`config.mk`:
```
export PLATFORM = sky130hd
export DESIGN_NAME = log_record_ring_buffer_flat
export DESIGN_NICKNAME = d
export VERILOG_FILES = /design/src/sv/lrrb_pkg.sv /design/src/sv/lrrb_if.sv /design/src/sv/lrrb_front.sv /design/src/sv/lrrb_back.sv /design/src/sv/log_record_ring_buffer.sv /design/src/flat_wrapper.sv
export SDC_FILE = /design/constraint.sdc
export NUM_CORES = 2
export LEC_CHECK = 0
export BUFFER_PORTS_ARGS = -buffer_cell sky130_fd_sc_hd__buf_2
export CAP_MARGIN = 5
export CORE_MARGIN = 1.5
export CORE_UTILIZATION = 29
export CTS_CLUSTER_DIAMETER = 80
export CTS_CLUSTER_SIZE = 20
export DETAILED_ROUTE_END_ITERATION = 10
export PLACE_DENSITY = 0.47
export REMOVE_ABC_BUFFERS = 1
export SLEW_MARGIN = 30
export SYNTH_ARGS = -nofsm -noshare
export SYNTH_HDL_FRONTEND = slang
export SYNTH_HIERARCHICAL = 1
export SYNTH_SLANG_ARGS = --single-unit
```
`constraint.sdc`:
```
create_clock -name clk -period 7.54 [get_ports clk]
set_input_delay 0.754 -clock clk [delete_from_list [all_inputs] [get_ports clk]]
set_output_delay 0.754 -clock clk [all_outputs]
set_load 0.01 [all_outputs]
```
`src/sv/lrrb_pkg.sv`:
```
// Shared types and constants of the log record ring buffer.
package lrrb_pkg;
  localparam int DEPTH = 256;
  localparam int MAX_RECORD = 64;
  localparam int AW = $clog2(DEPTH);
  localparam int CW = AW + 1;
  localparam int QDEPTH = 2;

  localparam logic [2:0] ST_STORED     = 3'd0;
  localparam logic [2:0] ST_FILTERED   = 3'd1;
  localparam logic [2:0] ST_NO_SPACE   = 3'd2;
  localparam logic [2:0] ST_BAD_LENGTH = 3'd3;
  localparam logic [2:0] ST_POPPED     = 3'd4;
  localparam logic [2:0] ST_EMPTY      = 3'd5;
  localparam logic [2:0] ST_TOO_BIG    = 3'd6;

  localparam logic CMD_PUSH = 1'b0;
  localparam logic CMD_POP  = 1'b1;

  localparam logic [0:0] REG_LEVEL_THRESHOLD = 1'd0;
  localparam logic [0:0] REG_OVERWRITE_OLD   = 1'd1;

  typedef struct packed {
    logic       command;
    logic [7:0] data_byte;
    logic [2:0] level;
    logic [15:0] budget;
  } req_t;

  typedef struct packed {
    logic [7:0] out_byte;
    logic       last;
    logic [2:0] status;
  } res_t;

  typedef struct packed {
    logic [7:0] index;
    logic [7:0] data;
  } cfg_t;
endpackage

```
`src/sv/lrrb_if.sv`:
```
// Valid/ready channel interfaces.
interface lrrb_req_if;
  logic valid;
  logic ready;
  lrrb_pkg::req_t payload;
  modport source (output valid, output payload, input ready);
  modport sink (input valid, input payload, output ready);
endinterface

interface lrrb_res_if;
  logic valid;
  logic ready;
  lrrb_pkg::res_t payload;
  modport source (output valid, output payload, input ready);
  modport sink (input valid, input payload, output ready);
endinterface

interface lrrb_cfg_if;
  logic valid;
  logic ready;
  lrrb_pkg::cfg_t payload;
  modport source (output valid, output payload, input ready);
  modport sink (input valid, input payload, output ready);
endinterface

```
`src/sv/lrrb_front.sv`:
```
// Front end: accepts requests into a short queue.
module lrrb_front (
  input  logic           clk,
  input  logic           rst_n,
  input  logic           in_valid,
  output logic           in_ready,
  input  lrrb_pkg::req_t in_req,
  output logic           q_valid,
  input  logic           q_take,
  output lrrb_pkg::req_t q_req
);
  lrrb_pkg::req_t q_r [lrrb_pkg::QDEPTH];
  logic [1:0] cnt_r, cnt_nxt;
  logic rd_r, wr_r;
  logic push, pop;

  assign in_ready = (cnt_r != 2'(lrrb_pkg::QDEPTH));
  assign push = in_valid && in_ready;
  assign pop = q_take && q_valid;
  assign q_valid = (cnt_r != 2'd0);
  assign q_req = q_r[rd_r];

  always_comb begin
    cnt_nxt = cnt_r + {1'b0, push} - {1'b0, pop};
  end

  always_ff @(posedge clk) begin
    if (!rst_n) begin
      cnt_r <= '0;
      rd_r <= 1'b0;
      wr_r <= 1'b0;
    end else begin
      cnt_r <= cnt_nxt;
      if (push) wr_r <= ~wr_r;
      if (pop) rd_r <= ~rd_r;
    end
  end

  always_ff @(posedge clk) begin
    if (push) q_r[wr_r] <= in_req;
  end
endmodule

```
`src/sv/lrrb_back.sv`:
```
// Back end: ring store, push classification, eviction and pop sequencing.
module lrrb_back (
  input  logic           clk,
  input  logic           rst_n,
  input  logic           q_valid,
  output logic           q_take,
  input  lrrb_pkg::req_t q_req,
  input  logic [2:0]     level_threshold,
  input  logic           overwrite_old,
  output logic           out_valid,
  input  logic           out_ready,
  output lrrb_pkg::res_t out_res
);
  localparam logic [2:0] S_IDLE   = 3'd0;
  localparam logic [2:0] S_EVRD   = 3'd1;
  localparam logic [2:0] S_EVCHK  = 3'd2;
  localparam logic [2:0] S_POPRD  = 3'd3;
  localparam logic [2:0] S_POPCHK = 3'd4;
  localparam logic [2:0] S_EMIT   = 3'd5;
  localparam logic [2:0] S_EMITW  = 3'd6;

  localparam int AW = lrrb_pkg::AW;
  localparam int CW = lrrb_pkg::CW;

  logic [7:0] mem [lrrb_pkg::DEPTH];
  logic [7:0] rdata_r;
  logic [AW-1:0] raddr;
  logic ren;
  logic wen;
  logic [AW-1:0] waddr;
  logic [7:0] wdata;

  logic [2:0] st_r, st_nxt;
  logic [AW-1:0] wi_r, wi_nxt, ri_r, ri_nxt;
  logic [CW-1:0] sb_r, sb_nxt;
  logic [7:0] left_r, left_nxt, plen_r, plen_nxt;
  logic drop_r, drop_nxt;
  logic [2:0] dst_r, dst_nxt;
  logic [7:0] cnt_r, cnt_nxt;   // pop bytes remaining
  logic [7:0] nlen_r, nlen_nxt; // pending new length during eviction
  logic [15:0] bud_r, bud_nxt;
  logic ov_r, ov_nxt;
  lrrb_pkg::res_t ov_res_r, ov_res_nxt;
  logic [CW-1:0] rlen;
  logic [CW:0] fitsum;

  assign out_valid = ov_r;
  assign out_res = ov_res_r;

  always_ff @(posedge clk) begin
    if (wen) mem[waddr] <= wdata;
    if (ren) rdata_r <= mem[raddr];
  end

  always_comb begin
    st_nxt = st_r; wi_nxt = wi_r; ri_nxt = ri_r; sb_nxt = sb_r;
    left_nxt = left_r; plen_nxt = plen_r; drop_nxt = drop_r; dst_nxt = dst_r;
    cnt_nxt = cnt_r; nlen_nxt = nlen_r; bud_nxt = bud_r;
    ov_nxt = ov_r && !out_ready; ov_res_nxt = ov_res_r;
    q_take = 1'b0; wen = 1'b0; waddr = wi_r; wdata = q_req.data_byte;
    ren = 1'b0; raddr = ri_r;
    rlen = '0; fitsum = '0;
    unique case (st_r)
      S_IDLE: begin
        if (q_valid && !ov_nxt) begin
          if (q_req.command == lrrb_pkg::CMD_PUSH) begin
            ov_res_nxt.out_byte = '0;
            ov_res_nxt.last = 1'b1;
            fitsum = {1'b0, sb_r} + (CW+1)'(q_req.data_byte);
            if (left_r != 8'd0) begin
              q_take = 1'b1; ov_nxt = 1'b1;
              left_nxt = left_r - 8'd1;
              if (drop_r) begin
                if (left_r == 8'd1) drop_nxt = 1'b0;
                ov_res_nxt.status = dst_r;
              end else begin
                wen = 1'b1; wi_nxt = wi_r + AW'(1);
                if (left_r == 8'd1) sb_nxt = sb_r + CW'(plen_r);
                ov_res_nxt.status = lrrb_pkg::ST_STORED;
              end
            end else if (q_req.data_byte == 8'd0 ||
                         q_req.data_byte > 8'(lrrb_pkg::MAX_RECORD)) begin
              q_take = 1'b1; ov_nxt = 1'b1;
              ov_res_nxt.status = lrrb_pkg::ST_BAD_LENGTH;
            end else if (q_req.level < level_threshold) begin
              q_take = 1'b1; ov_nxt = 1'b1;
              dst_nxt = lrrb_pkg::ST_FILTERED;
              left_nxt = q_req.data_byte - 8'd1;
              drop_nxt = (q_req.data_byte > 8'd1);
              ov_res_nxt.status = lrrb_pkg::ST_FILTERED;
            end else if (fitsum > (CW+1)'(lrrb_pkg::DEPTH)) begin
              if (overwrite_old) begin
                // hold the request; walk oldest records out first
                nlen_nxt = q_req.data_byte;
                ren = 1'b1;
                st_nxt = S_EVRD;
              end else begin
                q_take = 1'b1; ov_nxt = 1'b1;
                dst_nxt = lrrb_pkg::ST_NO_SPACE;
                left_nxt = q_req.data_byte - 8'd1;
                drop_nxt = (q_req.data_byte > 8'd1);
                ov_res_nxt.status = lrrb_pkg::ST_NO_SPACE;
              end
            end else begin
              q_take = 1'b1; ov_nxt = 1'b1;
              wen = 1'b1; wi_nxt = wi_r + AW'(1);
              plen_nxt = q_req.data_byte;
              left_nxt = q_req.data_byte - 8'd1;
              drop_nxt = 1'b0;
              if (q_req.data_byte == 8'd1) sb_nxt = sb_r + CW'(1);
              ov_res_nxt.status = lrrb_pkg::ST_STORED;
            end
          end else begin
            q_take = 1'b1;
            bud_nxt = q_req.budget;
            if (sb_r == '0) begin
              ov_nxt = 1'b1;
              ov_res_nxt = '{out_byte: 8'd0, last: 1'b1, status: lrrb_pkg::ST_EMPTY};
            end else begin
              ren = 1'b1;
              st_nxt = S_POPRD;
            end
          end
        end
      end
      S_EVRD: st_nxt = S_EVCHK;
      S_EVCHK: begin
        rlen = CW'(rdata_r);
        if (rdata_r == 8'd0 || CW'(rdata_r) > sb_r) rlen = sb_r;
        sb_nxt = sb_r - rlen;
        ri_nxt = ri_r + AW'(rlen);
        fitsum = {1'b0, sb_nxt} + (CW+1)'(nlen_r);
        if (fitsum > (CW+1)'(lrrb_pkg::DEPTH) && sb_nxt != '0) begin
          ren = 1'b1; raddr = ri_nxt;
          st_nxt = S_EVRD;
        end else begin
          st_nxt = S_IDLE; // store path retries the held length byte
        end
      end
      S_POPRD: st_nxt = S_POPCHK;
      S_POPCHK: begin
        rlen = CW'(rdata_r);
        if (rdata_r == 8'd0 || CW'(rdata_r) > sb_r) rlen = sb_r;
        if (rlen > CW'(lrrb_pkg::MAX_RECORD)) rlen = CW'(lrrb_pkg::MAX_RECORD);
        if (16'(rlen) > bud_r) begin
          ov_nxt = 1'b1;
          ov_res_nxt = '{out_byte: 8'd0, last: 1'b1, status: lrrb_pkg::ST_TOO_BIG};
          st_nxt = S_IDLE;
        end else begin
          cnt_nxt = 8'(rlen);
          ren = 1'b1;
          st_nxt = S_EMIT;
        end
      end
      S_EMIT: begin
        // data for ri_r is registered; place it once the output is free
        if (!ov_nxt) begin
          ov_nxt = 1'b1;
          ov_res_nxt = '{out_byte: rdata_r, last: (cnt_r == 8'd1),
                         status: lrrb_pkg::ST_POPPED};
          ri_nxt = ri_r + AW'(1);
          cnt_nxt = cnt_r - 8'd1;
          sb_nxt = sb_r - CW'(1);
          if (cnt_r == 8'd1) begin
            if (sb_nxt == '0 && (left_r == 8'd0 || drop_r)) begin
              ri_nxt = '0; wi_nxt = '0;
            end
            st_nxt = S_IDLE;
          end else begin
            ren = 1'b1; raddr = ri_nxt;
            st_nxt = S_EMITW;
          end
        end
      end
      S_EMITW: st_nxt = S_EMIT;
      default: st_nxt = S_IDLE;
    endcase
  end

  always_ff @(posedge clk) begin
    if (!rst_n) begin
      st_r <= S_IDLE; wi_r <= '0; ri_r <= '0; sb_r <= '0;
      left_r <= '0; plen_r <= '0; drop_r <= 1'b0; dst_r <= '0;
      cnt_r <= '0; ov_r <= 1'b0;
    end else begin
      st_r <= st_nxt; wi_r <= wi_nxt; ri_r <= ri_nxt; sb_r <= sb_nxt;
      left_r <= left_nxt; plen_r <= plen_nxt; drop_r <= drop_nxt; dst_r <= dst_nxt;
      cnt_r <= cnt_nxt; ov_r <= ov_nxt;
    end
  end

  always_ff @(posedge clk) begin
    nlen_r <= nlen_nxt;
    bud_r <= bud_nxt;
    ov_res_r <= ov_res_nxt;
  end
endmodule

```
`src/sv/log_record_ring_buffer.sv`:
```
// Log record ring buffer: a 256-byte ring of variable-length records. A push
// request is handled in the back end's idle state; a pop reads the length (POPRD,
// POPCHK), then emits bytes via EMIT/EMITW, paced by the single registered read
// port of the ring memory; eviction reads and checks each oldest record (EVRD,
// EVCHK). A two-entry request queue lets requests arrive while the back end works.
module log_record_ring_buffer (
  input logic clk,
  input logic rst_n,
  lrrb_req_if.sink   in_ch,
  lrrb_res_if.source out_ch,
  lrrb_cfg_if.sink   cfg_ch
);
  logic [2:0] thr_r;
  logic ovw_r;
  logic q_valid, q_take;
  lrrb_pkg::req_t q_req;

  assign cfg_ch.ready = 1'b1;

  always_ff @(posedge clk) begin
    if (!rst_n) begin
      thr_r <= 3'd1;
      ovw_r <= 1'b1;
    end else if (cfg_ch.valid) begin
      if (cfg_ch.payload.index == 8'(lrrb_pkg::REG_LEVEL_THRESHOLD))
        thr_r <= cfg_ch.payload.data[2:0];
      else if (cfg_ch.payload.index == 8'(lrrb_pkg::REG_OVERWRITE_OLD))
        ovw_r <= cfg_ch.payload.data[0];
    end
  end

  lrrb_front u_front (
    .clk, .rst_n,
    .in_valid(in_ch.valid), .in_ready(in_ch.ready), .in_req(in_ch.payload),
    .q_valid, .q_take, .q_req
  );

  lrrb_back u_back (
    .clk, .rst_n, .q_valid, .q_take, .q_req,
    .level_threshold(thr_r), .overwrite_old(ovw_r),
    .out_valid(out_ch.valid), .out_ready(out_ch.ready), .out_res(out_ch.payload)
  );
endmodule

```
`src/flat_wrapper.sv`:
```
// flat-port wrapper written by rule: the top's interface ports become plain ports
module log_record_ring_buffer_flat 
  (clk, rst_n, in_ch_valid, in_ch_payload, in_ch_ready, out_ch_valid, out_ch_payload, out_ch_ready, cfg_ch_valid, cfg_ch_payload, cfg_ch_ready);
  lrrb_req_if in_ch_i ();
  lrrb_res_if out_ch_i ();
  lrrb_cfg_if cfg_ch_i ();
  input logic clk;
  input logic rst_n;
  input wire logic [$bits(in_ch_i.valid)-1:0] in_ch_valid;
  input wire logic [$bits(in_ch_i.payload)-1:0] in_ch_payload;
  output wire logic [$bits(in_ch_i.ready)-1:0] in_ch_ready;
  output wire logic [$bits(out_ch_i.valid)-1:0] out_ch_valid;
  output wire logic [$bits(out_ch_i.payload)-1:0] out_ch_payload;
  input wire logic [$bits(out_ch_i.ready)-1:0] out_ch_ready;
  input wire logic [$bits(cfg_ch_i.valid)-1:0] cfg_ch_valid;
  input wire logic [$bits(cfg_ch_i.payload)-1:0] cfg_ch_payload;
  output wire logic [$bits(cfg_ch_i.ready)-1:0] cfg_ch_ready;
  assign in_ch_i.valid = in_ch_valid;
  assign in_ch_i.payload = in_ch_payload;
  assign in_ch_ready = in_ch_i.ready;
  assign out_ch_valid = out_ch_i.valid;
  assign out_ch_payload = out_ch_i.payload;
  assign out_ch_i.ready = out_ch_ready;
  assign cfg_ch_i.valid = cfg_ch_valid;
  assign cfg_ch_i.payload = cfg_ch_payload;
  assign cfg_ch_ready = cfg_ch_i.ready;
  log_record_ring_buffer u_core (.clk(clk), .rst_n(rst_n), .in_ch(in_ch_i), .out_ch(out_ch_i), .cfg_ch(cfg_ch_i));
endmodule
```
==> impl_metrics.py <==
metrics = {
    "floorplanning": {
        "die_w_um": 568,
        "initial_core_util": 0.291,
        "rows": 207,
        "die_area_mm2": 0.323,
        "core-area_mm2": 0.318,
        "pin_count": 64,
        "dieHeight_um": 568,
    },
    "routing": {
        "drtIter0Drc": 6665,
        "ant_nets": 0,
        "wl_per_cell_um": 26.4,
        "drt-vias-per-instance": 5.22,
        "vias": 63806,
        "drc": 0,
        "totalWireLength_mm": 323,
        "first_pass_iters": 6,
    },
    "power_and_ir_drop": {
        "p_sw_frac": 0.382,
        "p_leak_nw": 39.4,
        "p_sw_mw": 16.7,
        "ir_drop_uv": 677,
        "p_seq_frac": 0.343,
        "pwr-share-comb": 0.470,
        "pwr-share-clk": 0.186,
        "powerDensity_mw_per_mm2": 392,
        "finalPower_mw": 43.8,
        "cellInternalPower_mw": 27.1,
    },
    "clocking": {
        "cts_hold_buf": 0,
        "cts_sinks": 2213,
        "cts_root_buf": "clkbuf_16",
        "cts_buffers": 146,
        "clockBufferDepth": 4,
        "clk_pin_slew_worst_paths_ns": 0.08,
        "cts_max_level": 4,
        "cts_tree": "done",
        "clkLatencyLatePin_ns": 0.86,
    },
    "outcome": {
        "violations": "setup timing",
        "status": "finished with violations",
    },
    "timing": {
        "slew_viol_final": 0,
        "maxSlewHeadroom": 0.281,
        "final.setup.worst_slack_ns": -0.135,
        "hold_viol_final": 0,
        "hold_ws_ns": 0.0993,
        "worst_slew_pin_slew_ns": 1.07,
        "finalSetupViolCount": 5,
        "rsz0062_at_grt": "true",
        "period_needed_ns": 7.67,
        "fmax_mhz": 130,
        "fin_crit_sh": 1.02,
        "clock_skew_ns": 0.0479,
    },
    "synth": {
        "synth_cells": 7283,
        "synthTopCellsByArea": "edfxtp_1 70%, nand2_1 7.0%, nand3_1 4.6%, mux2i_1 2.8%, nor2_1 1.5%",
        "ys_ff_latch": 2213,
        "ys_warn_count": 6,
        "ys_async_sr_fraction": 0,
        "synth.distinct_cells": 86,
        "yosys-top-cells-count": "2148 x edfxtp_1, 1738 x nand2_1, 858 x nand3_1",
        "synth_ff_type": "edfxtp_1",
        "yosysMostFrequentCell": "edfxtp_1",
        "synth-edff-count": 2148,
        "synth_top_area_frac": 0.696,
        "syn_area_mm2": 0.0927,
        "ys_seq_area_frac": 0.710,
        "avgSynthCellArea_um2": 12.7,
        "synth_top_cell_by_area": "edfxtp_1",
    },
    "global_route": {
        "overflow": 0,
        "grt_pass1_vias": 61921,
        "antenna_found_initial": 9,
        "grt_max_degree": 98,
        "grt_usage": 0.192,
        "grt_pass1_wl_mm": 457,
    },
    "place": {
        "io_buffer_count": 57,
        "dp.cells": 11884,
        "dp_hpwl_mm": 209,
        "post-place-ws_ns": -1.17,
        "gp_congestion": 0.873,
    },
    "run": {
        "maxCapViolCount": 0,
    },
    "final_layout": {
        "layout.nets": 8106,
        "instances_no_fill": 12227,
        "fillers": 31004,
        "area_growth_pct": 20.7,
        "drive_gt1_frac": 0.194,
    },
    "critical_path": {
        "path_common_cell": "buf_4",
        "path_delay_family": "compound AO/OA/AOI/OAI gates",
        "crit_start": "u_core/u_back/rdata_r[2]",
        "crit_slowest_cell": "edfxtp_1",
        "slowest_delay_ns": 0.52,
        "criticalPathCategory": "reg2reg",
        "cp.required_ns": 8.15,
        "path_max_fanout": 25,
        "critical_path.reg2reg.startpoint": "u_core/u_back/rdata_r[2]",
        "cp.arrival_ns": 8.29,
        "crit_buf_inv": 10,
        "critPathLaunchType": "register",
        "end_kind": "register",
    },
    "worst_hold_path": {
        "hold_path_class": "in2reg",
        "min-delay-start": "in_ch_payload[4]",
    },
}
==> registers in the layout (all words and copies together), names as in the netlist, 9 cells and up, named ones only <==
name / count
u_core/u_back/mem: 2048
u_core/u_front/q_r: 56
u_core/u_back/sb_r: 9
u_core/u_back/bud_r: 16
u_core/u_back/out_res: 12
==> cells in the final DEF (no fill, tap or decap), drive strengths merged, types with 15 or more instances in the layout <==
cell type / n
nand2: 1738
and3: 72
a31oi: 84
a221oi: 35
clkbuf: 176
a22oi: 20
xnor2: 24
o211ai: 18
a2111oi: 24
a211oi: 46
dfxtp: 65
a32oi: 15
nand4: 43
clkinv: 28
mux2i: 261
nor2b: 45
nand2b: 17
o22ai: 39
and2: 23
o21ai: 84
a311oi: 52
edfxtp: 2148
buf: 989
ha: 74
xor2: 19
nor4: 25
nand3: 858
nor3: 68
o221ai: 33
a21o: 21
a21oi: 232
mux2: 34
nor2: 361
inv: 86
==> power by group through the flow <==
| stage | combinational [mW] | sequential (mW) | clock, mW |
|---|---|---|---|
| after floorplan | 10.1 | 15.4 | 0 |
| after global placement | 17.4 | 15.3 | 0 |
| after detailed placement | 17.4 | 15.3 | 0 |
| after CTS | 18.9 | 15.0 | 8.37 |
| after global routing | 21.8 | 15.1 | 8.72 |
| final | 20.6 | 15.0 | 8.16 |
==> what timing repair did <==
item                                    in CTS  in global routing
endpoints found under the setup margin       8                  8
cloned                                       9                 14
resized for setup                          144                271
buffers inserted                            41                 76
pin swaps                                   41                 91
==> cells by family (layout without fill, tap and decap cells) <==
kind of cell / Yosys count / count (layout) / share of synthesized area
simple gates: 3291 / 3291 / 0.154
flops: 2213 / 2213 / 0.710
compound gates: 829 / 829 / 0.0612
buf+inv: 530 / 1289 / 0.0261
mux: 295 / 295 / 0.0331
fa+ha+maj: 79 / 79 / 0.0111
xor+xnor: 44 / 44 / 0.00431
other cells: 2 / 7 / 0.0000811
==> worst register-to-register path: cells and delay by family, from the launching register on <==
| kind | cells | cell delay (ns) |
|---|---|---|
| multiplexers | 1 | 0.24 |
| XOR/XNOR | 1 | 0.26 |
| adder cells (fa/ha/maj) | 4 | 1.03 |
| AND/OR/NAND/NOR | 8 | 1.20 |
| flip-flops | 1 | 0.52 |
| buffers and inverters | 10 | 1.68 |
| AO/OA/AOI/OAI | 12 | 2.49 |
==> metrics by stage <==
stage                     utilization  TNS, ns  area, um^2
after floorplan                     -  -216.98       90500
after global placement          0.326    -7.46      104000
after detailed placement        0.326    -6.66      104000
after CTS                       0.344        0      109000
after global routing            0.352    -1.95      112000
final                           0.352   -0.235      112000
==> routing by layer <==
| layer | part of all wire | vias up | GRT usage |
|---|---|---|---|
| li1 | - | 28195 | - |
| met1 | 0.44 | 32770 | 0.270 |
| met2 | 0.46 | 2399 | 0.311 |
| met3 | 0.067 | 438 | 0.0239 |
| met4 | 0.031 | 4 | 0.0541 |
| met5 | 0.000081 | - | 0 |
==> path summary, 6_finish.rpt <==
path	end	slack [ns]	cells past startpoint
setup reg to reg	u_core/u_back/rdata_r[1]	-0.13	36
hold / removal	u_core/u_front/q_r[1][4]	0.1	1
setup / recovery	u_core/u_back/rdata_r[1]	-0.13	36
hold reg to reg	u_core/u_back/plen_r[7]	0.43	2
==> area by class of cell <==
type / count / area, um^2 / share of cell area
sequential: 2213 / 65800 / 0.588
multi-input combinational: 4541 / 26500 / 0.237
timing repair buffer: 1006 / 9660 / 0.0864
tap: 4180 / 5230 / 0.0468
clock buffer: 162 / 3780 / 0.0338
clock inverter: 51 / 553 / 0.00495
inverter: 70 / 263 / 0.00235
antenna: 4 / 10.0 / 0.0000895
Note: power is estimated with default switching activity, not from simulation.
